$ cat config.mk
export PLATFORM = sky130hd
export DESIGN_NAME = led_matrix_scan_multiplexer
export DESIGN_NICKNAME = d
export VERILOG_FILES = /design/src/design/lmsm_pkg.sv /design/src/design/led_matrix_scan_multiplexer.sv /design/src/design/lmsm_ctrl.sv /design/src/design/lmsm_datapath.sv
export SDC_FILE = /design/constraint.sdc
export NUM_CORES = 2
export LEC_CHECK = 0
export BUFFER_PORTS_ARGS = -buffer_cell sky130_fd_sc_hd__buf_2
export CAP_MARGIN = 20
export CORE_UTILIZATION = 40
export DETAILED_ROUTE_END_ITERATION = 16
export PLACE_DENSITY = 0.62
export SLEW_MARGIN = 30
export SYNTH_ARGS = -nofsm -noshare
export SYNTH_HDL_FRONTEND = slang
export SYNTH_HIERARCHICAL = 1
export SYNTH_SLANG_ARGS = --single-unit
export TNS_END_PERCENT = 10
$ cat constraint.sdc
create_clock -name clk -period 8 [get_ports clk]
set_input_delay 0.8 -clock clk [delete_from_list [all_inputs] [get_ports clk]]
set_output_delay 0.8 -clock clk [all_outputs]
set_load 0.05 [all_outputs]
$ cat src/design/lmsm_pkg.sv
`timescale 1ns / 1ps

package lmsm_pkg;

  localparam int SCAN_LINES   = 15;
  localparam int CHANNELS     = 15;
  localparam int FRAME_ROWS   = 11;
  localparam int FRAME_COLS   = 7;
  localparam int COLOR_PLANES = 3;
  localparam int PIXELS       = CHANNELS / COLOR_PLANES;
  localparam int STORE_DEPTH  = FRAME_ROWS * FRAME_COLS * COLOR_PLANES;

  localparam logic [3:0] LAST_CHANNEL   = 4'(CHANNELS - 1);
  localparam logic [3:0] LAST_LINE      = 4'(SCAN_LINES - 1);
  localparam logic [3:0] PRE_DOUBLE_LINE = 4'd6;
  localparam logic [3:0] SHARED_LINE_A  = 4'd2;
  localparam logic [3:0] SHARED_LINE_B  = 4'd6;
  localparam logic [1:0] TOP_PLANE      = 2'(COLOR_PLANES - 1);

  localparam logic CMD_WRITE = 1'b0;
  localparam logic CMD_TICK  = 1'b1;

  typedef struct packed {
    logic start;
    logic wr;
    logic issue;
  } lmsm_cmd_t;

  typedef struct packed {
    logic ch_last;
  } lmsm_stat_t;

  // {row, col} of each three-channel pixel group, per scan line
  localparam logic [6:0] SCAN_RC [SCAN_LINES][PIXELS] = '{
    '{{4'd5, 3'd5}, {4'd5, 3'd4}, {4'd5, 3'd3}, {4'd5, 3'd2}, {4'd5, 3'd1}},
    '{{4'd4, 3'd4}, {4'd3, 3'd4}, {4'd2, 3'd4}, {4'd1, 3'd4}, {4'd0, 3'd4}},
    '{{4'd7, 3'd6}, {4'd8, 3'd0}, {4'd9, 3'd0}, {4'd10, 3'd4}, {4'd7, 3'd0}},
    '{{4'd8, 3'd5}, {4'd8, 3'd1}, {4'd8, 3'd2}, {4'd8, 3'd4}, {4'd8, 3'd3}},
    '{{4'd4, 3'd5}, {4'd3, 3'd5}, {4'd2, 3'd5}, {4'd1, 3'd5}, {4'd0, 3'd5}},
    '{{4'd4, 3'd6}, {4'd3, 3'd6}, {4'd2, 3'd6}, {4'd1, 3'd6}, {4'd0, 3'd6}},
    '{{4'd7, 3'd6}, {4'd6, 3'd6}, {4'd5, 3'd6}, {4'd6, 3'd0}, {4'd5, 3'd0}},
    '{{4'd4, 3'd3}, {4'd3, 3'd3}, {4'd2, 3'd3}, {4'd1, 3'd3}, {4'd0, 3'd3}},
    '{{4'd10, 3'd3}, {4'd10, 3'd0}, {4'd10, 3'd1}, {4'd10, 3'd2}, {4'd10, 3'd5}},
    '{{4'd4, 3'd1}, {4'd3, 3'd1}, {4'd2, 3'd1}, {4'd1, 3'd1}, {4'd0, 3'd1}},
    '{{4'd4, 3'd0}, {4'd3, 3'd0}, {4'd2, 3'd0}, {4'd1, 3'd0}, {4'd0, 3'd0}},
    '{{4'd7, 3'd5}, {4'd7, 3'd4}, {4'd7, 3'd3}, {4'd7, 3'd2}, {4'd7, 3'd1}},
    '{{4'd4, 3'd2}, {4'd3, 3'd2}, {4'd2, 3'd2}, {4'd1, 3'd2}, {4'd0, 3'd2}},
    '{{4'd6, 3'd5}, {4'd6, 3'd4}, {4'd6, 3'd3}, {4'd6, 3'd2}, {4'd6, 3'd1}},
    '{{4'd9, 3'd3}, {4'd9, 3'd4}, {4'd9, 3'd1}, {4'd9, 3'd2}, {4'd9, 3'd5}}
  };

  function automatic logic [7:0] store_addr(logic [3:0] row, logic [2:0] col,
                                            logic [1:0] color);
    logic [7:0] a;
    a = 8'({4'd0, row} * 8'(FRAME_COLS * COLOR_PLANES))
      + 8'({5'd0, col} * 8'(COLOR_PLANES)) + {6'd0, color};
    return a;
  endfunction

endpackage

$ cat src/design/led_matrix_scan_multiplexer.sv
`timescale 1ns / 1ps

// Scan multiplexer for an 11x7 RGB LED matrix driven 15 channels per scan line.
// A request with cmd low stores one pixel byte in the frame store (out-of-range
// addresses are dropped). A request with cmd high reads the 15 channel values
// of the current scan line through the fixed pixel map and returns 15 results,
// last set on the final one, then advances the line counter modulo 15. A tick
// is accepted and its channels are then read one by one through the single read
// port of the frame store; the input is stalled while the channels are being
// read. Output stall holds the read sequence. The frame store reads as zero
// after reset until a pixel is written.
module led_matrix_scan_multiplexer (
  input  logic        clk,
  input  logic        rst,
  input  logic        in_valid,
  output logic        in_stall,
  input  logic        cmd,
  input  logic [3:0]  pixel_row,
  input  logic [2:0]  pixel_col,
  input  logic [1:0]  pixel_color,
  input  logic [7:0]  pixel_value,
  output logic        out_valid,
  input  logic        out_stall,
  output logic [3:0]  channel,
  output logic [15:0] gray_word,
  output logic [3:0]  line_index,
  output logic        mux_restart,
  output logic        mux_double_clock,
  output logic        last
);
  import lmsm_pkg::*;

  lmsm_cmd_t  ctl;
  lmsm_stat_t stat;

  lmsm_ctrl u_ctrl (
    .clk       (clk),
    .rst       (rst),
    .in_valid  (in_valid),
    .cmd       (cmd),
    .out_stall (out_stall),
    .stat      (stat),
    .ctl       (ctl),
    .in_stall  (in_stall),
    .out_valid (out_valid)
  );

  lmsm_datapath u_datapath (
    .clk              (clk),
    .rst              (rst),
    .ctl              (ctl),
    .stat             (stat),
    .pixel_row        (pixel_row),
    .pixel_col        (pixel_col),
    .pixel_color      (pixel_color),
    .pixel_value      (pixel_value),
    .channel          (channel),
    .gray_word        (gray_word),
    .line_index       (line_index),
    .mux_restart      (mux_restart),
    .mux_double_clock (mux_double_clock),
    .last             (last)
  );

  a_tick_busy: assert property (@(posedge clk) disable iff (rst)
    (in_valid && !in_stall && cmd == CMD_TICK) |=> in_stall)
    else $error("tick accepted without entering the read sequence");

  a_mid_run: assert property (@(posedge clk) disable iff (rst)
    (out_valid && !last) |-> in_stall)
    else $error("non-final channel shown while input is open");

  a_flags_last: assert property (@(posedge clk) disable iff (rst)
    (out_valid && (mux_restart || mux_double_clock)) |-> last)
    else $error("mux flag on a non-final result");

  a_no_overrun: assert property (@(posedge clk) disable iff (rst)
    ctl.issue |-> !(out_valid && out_stall))
    else $error("read issued while output is stalled");

endmodule

$ cat src/design/lmsm_ctrl.sv
`timescale 1ns / 1ps

module lmsm_ctrl (
  input  logic               clk,
  input  logic               rst,
  input  logic               in_valid,
  input  logic               cmd,
  input  logic               out_stall,
  input  lmsm_pkg::lmsm_stat_t stat,
  output lmsm_pkg::lmsm_cmd_t  ctl,
  output logic               in_stall,
  output logic               out_valid
);
  import lmsm_pkg::*;

  localparam logic [0:0] ST_IDLE = 1'b0;
  localparam logic [0:0] ST_RUN  = 1'b1;

  logic [0:0] state;
  logic [0:0] state_next;
  logic       accept;
  logic       out_valid_next;

  assign in_stall  = (state == ST_RUN);
  assign accept    = in_valid && !in_stall;
  assign ctl.start = accept && (cmd == CMD_TICK);
  assign ctl.wr    = accept && (cmd == CMD_WRITE);
  assign ctl.issue = (state == ST_RUN) && (!out_valid || !out_stall);

  always_comb begin
    state_next = state;
    unique case (state)
      ST_IDLE: begin
        if (ctl.start) state_next = ST_RUN;
      end
      ST_RUN: begin
        if (ctl.issue && stat.ch_last) state_next = ST_IDLE;
      end
      default: state_next = ST_IDLE;
    endcase
  end

  always_comb begin
    out_valid_next = out_valid;
    if (ctl.issue) out_valid_next = 1'b1;
    else if (!out_stall) out_valid_next = 1'b0;
  end

  always_ff @(posedge clk) begin
    if (rst) begin
      state     <= ST_IDLE;
      out_valid <= 1'b0;
    end else begin
      state     <= state_next;
      out_valid <= out_valid_next;
    end
  end

endmodule

$ cat src/design/lmsm_datapath.sv
`timescale 1ns / 1ps

module lmsm_datapath (
  input  logic               clk,
  input  logic               rst,
  input  lmsm_pkg::lmsm_cmd_t  ctl,
  output lmsm_pkg::lmsm_stat_t stat,
  input  logic [3:0]         pixel_row,
  input  logic [2:0]         pixel_col,
  input  logic [1:0]         pixel_color,
  input  logic [7:0]         pixel_value,
  output logic [3:0]         channel,
  output logic [15:0]        gray_word,
  output logic [3:0]         line_index,
  output logic               mux_restart,
  output logic               mux_double_clock,
  output logic               last
);
  import lmsm_pkg::*;

  logic [7:0]             mem [STORE_DEPTH];
  logic [STORE_DEPTH-1:0] written;
  logic [7:0]             rdata;
  logic                   rvld;

  logic [3:0] line;
  logic [3:0] line_next;
  logic [3:0] ch;
  logic [2:0] pix;
  logic [1:0] plane;

  logic       wr_ok;
  logic [7:0] waddr;
  logic [7:0] raddr;
  logic [6:0] rc;
  logic       shared;
  logic [1:0] rd_color;

  assign stat.ch_last = (ch == LAST_CHANNEL);

  assign wr_ok = ctl.wr && (pixel_row < 4'(FRAME_ROWS)) && (pixel_col < 3'(FRAME_COLS))
                 && (pixel_color < 2'(COLOR_PLANES));
  assign waddr = store_addr(pixel_row, pixel_col, pixel_color);

  assign rc       = SCAN_RC[line][pix];
  assign shared   = ((line == SHARED_LINE_A) || (line == SHARED_LINE_B)) && (pix == 3'd0);
  assign rd_color = shared ? 2'd0 : plane;
  assign raddr    = store_addr(rc[6:3], rc[2:0], rd_color);

  assign line_next = (line == LAST_LINE) ? 4'd0 : line + 4'd1;

  always_ff @(posedge clk) begin
    if (wr_ok) mem[waddr] <= pixel_value;
    if (ctl.issue) rdata <= mem[raddr];
  end

  always_ff @(posedge clk) begin
    if (rst) begin
      written <= '0;
      line    <= 4'd0;
    end else begin
      if (wr_ok) written[waddr] <= 1'b1;
      if (ctl.issue && stat.ch_last) line <= line_next;
    end
  end

  // walk channels: three planes per pixel group
  always_ff @(posedge clk) begin
    if (ctl.start) begin
      ch    <= 4'd0;
      pix   <= 3'd0;
      plane <= TOP_PLANE;
    end else if (ctl.issue) begin
      ch <= ch + 4'd1;
      if (plane == 2'd0) begin
        plane <= TOP_PLANE;
        pix   <= pix + 3'd1;
      end else begin
        plane <= plane - 2'd1;
      end
    end
  end

  always_ff @(posedge clk) begin
    if (ctl.issue) begin
      rvld             <= written[raddr];
      channel          <= ch;
      line_index       <= line;
      last             <= stat.ch_last;
      mux_restart      <= stat.ch_last && (line == LAST_LINE);
      mux_double_clock <= stat.ch_last && (line == PRE_DOUBLE_LINE);
    end
  end

  assign gray_word = rvld ? {rdata, rdata} : 16'd0;

endmodule
==> results.ini <==
[floorplan]
die-area_sq_mm=0.214
io_pins=51
initial_utilization=0.403
coreArea_sq_mm=0.210
rows=168
chipHeight_um=462
die_w_um=462

[timing]
drv_slew=0
setup_viol=0
tightest_slew_ns=1.02
timing.final.crit_share=0.942
period_needed_ns=7.54
setup_tns_ns=0
fmax_ghz=0.133
max_slew_margin=0.317
rsz0062_at_grt=no
finalHoldViolCount=0
finalClockSkew_ns=0.0480

[final_layout]
nets=4960
syn_to_final_growth_pct=13.6
drive_gt1_frac=0.234
fin_util=0.458

[setup_path]
critPathRequiredTime_ns=8.61
cp-end-kind=flop
worst-path-max-fanout=36
setup.worst_path.end=u_datapath/rdata[3]$_DFFE_PP_
cp.arrival_ns=8.15
worst-setup-path-type=flop to flop
path_common_cell=inv_1
r2r-start=u_datapath/line[0]$_SDFFE_PP0P_
slowest_delay_ns=0.61
cp_cell_sequence=inv_1, ha_1, or2_2, nand2_1, o21ai_0, mux4_2, o21ai_0, ha_1, ha_1, inv_1, fa_1, inv_1, ha_4, inv_1, fa_4, xor2_4, buf_4, mux2_2, nor3_1, a221oi_1, a221oi_1, a311o_1, o211ai_1
startpoint_type=flop
r2r-end=u_datapath/rdata[3]$_DFFE_PP_
reg2reg_depth=23
rrSetupSlack_ns=0.46
crit_path_top_delay_cell=fa_4
startpoint=u_datapath/line[0]$_SDFFE_PP0P_

[logic_synthesis]
syn_inst=4719
synth_ff_type=edfxtp_1
yosysWarnings=6
synth_enable_flop_cells=1868
async_flop_share=0
syn-num-nets=4805
synth.yosys.seq_area_share=0.720
syn_area_per_cell_sq_um=17.9
ys_types=74
synth_seq_cells=2114
synth_area_sq_mm=0.0847

[clock_network]
hold_buffers=0
cts_resized=0
h-tree-depth=4
clockBufferDepth=3
cts_inserted_buffers=211
clock-sinks=2114
clockRootBuffer=clkbuf_16
cts_tree=built
postCtsSetupBuffers=0
clock_latency_ns=0.87
path_clk_slew_ns=0.06

[grt]
grt.overflow.total=0
grt_pass1_wl_mm=333
grt_usage=0.217
antenna_found_initial=15
grt_max_degree=114
grt_pass1_vias=44700

[drt]
wl_per_cell_um=29.6
routed_wl_mm=233
drt-initial-drc-count=6230
first_pass_iters=6
viasPerCell=5.90
vias=46400
drc=0
antenna_left=0

[worst_hold_path]
hold_depth=3
min-delay-path-class=input pin to flop

[placement]
place_congestion=0.881
place_hpwl_mm=144
numPortBuffers=50

[status]
status=complete, no violations

[flow_run]
max_cap_violations=0

[worst min-delay path by stage]
stage | to | startpoint
detailed placement | u_datapath/written[114]$_SDFFE_PP0P_ | u_datapath/written[114]$_SDFFE_PP0P_
global route | u_ctrl/out_valid$_SDFFE_PP0P_ | out_stall
CTS | u_ctrl/out_valid$_SDFFE_PP0P_ | out_stall
global placement | u_datapath/written[226]$_SDFFE_PP0P_ | u_datapath/written[226]$_SDFFE_PP0P_
floorplan | u_datapath/line_index[2]$_DFFE_PP_ | u_datapath/line[2]$_SDFFE_PP0P_
finish | u_ctrl/out_valid$_SDFFE_PP0P_ | out_stall
[through the flow]
step | instances | worst slack [ns] | instance area (sq um) | hold slack, ns
after global routing | 7859 | 0.215 | 96200 | 0.238
final | 7866 | 0.465 | 96200 | 0.249
after detailed placement | 7464 | 0.548 | 89100 | 0.451
after floorplan | 4719 | 2.00 | 84700 | 0.406
after CTS | 7854 | 0.505 | 96100 | 0.188
after global placement | 7463 | 0.454 | 89100 | 0.440
[worst max-delay path: cells and delay by family (launching register included)]
kind	cells	cell delay, ns
flip-flops	1	0.57
buffers and inverters	5	0.97
multiplexers	2	0.96
AO/OA/AOI/OAI	6	1.26
AND/OR/NAND/NOR	3	0.89
adder cells (fa/ha/maj)	6	2.11
XOR/XNOR	1	0.46
[layout by cell type, fill, tap and decap left out, types with 40 or more instances in the layout]
master	n
edfxtp_1	1868
mux4_2	542
nor2_1	344
nand2_1	253
dfxtp_1	246
inv_1	232
clkbuf_16	211
o22ai_1	187
buf_4	178
nand3_1	78
a31oi_1	75
mux2i_1	68
ha_1	48
clkbuf_1	46
buf_2	41
clkinv_1	40
a21oi_1	40
[logic make-up (layout without fill, tap and decap cells)]
logic type	count (synthesis)	after routing	share of synthesized area
flip-flops	2114	2114	0.720
AND/OR/NAND/NOR	825	825	0.0416
multiplexers	616	616	0.153
buffers and inverters	555	887	0.0295
AO/OA/AOI/OAI	517	517	0.0417
adder cells (fa/ha/maj)	64	64	0.0107
XOR/XNOR	28	28	0.00298
other	0	10	0
[metal layers]
layer	track usage	share of wire	vias to the layer above
li1	-	-	19100
met1	0.306	0.40	24400
met2	0.338	0.47	2439
met3	0.0447	0.095	388
met4	0.0676	0.030	4
met5	0	0.00012	-
[registers in the layout, indices dropped and copies added, names as in the netlist, 3 cells and up]
name	cells
u_datapath/rdata	8
u_datapath/ch	4
u_datapath/channel	4
u_datapath/mem	1848
u_datapath/written	231
u_datapath/line	4
u_datapath/pix	3
u_datapath/line_index	4
[cell type report]
type                            count  area (sq um)
Clock buffer                      258          5470
Inverter                          235           882
Fill cell                       17700        114000
Multi-Input combinational cell   2050         21500
Antenna cell                       10          25.0
Sequential cell                  2114         61000
Timing Repair Buffer              262          2320
Tap cell                         2805          3510
Clock inverter                    132          1470
[cells in the mapped netlist, types with 31 or more instances]
| cell type | instances | area share |
|---|---|---|
| nand2_1 | 262 | 0.012 |
| o22ai_1 | 187 | 0.014 |
| ha_1 | 50 | 0.0074 |
| mux2i_1 | 68 | 0.0080 |
| buf_2 | 85 | 0.0050 |
| inv_1 | 232 | 0.010 |
| a21oi_1 | 42 | 0.0025 |
| edfxtp_1 | 1868 | 0.66 |
| mux4_2 | 542 | 0.14 |
| o21ai_0 | 31 | 0.0018 |
| nand3_1 | 82 | 0.0048 |
| clkbuf_1 | 135 | 0.0060 |
| nor2_1 | 351 | 0.016 |
| a31oi_1 | 76 | 0.0056 |
| buf_4 | 59 | 0.0052 |
| dfxtp_1 | 246 | 0.058 |
Power is left out: the tool's default activity adds up to more than one toggle a clock period on the data nets, which glitch-free logic cannot reach.
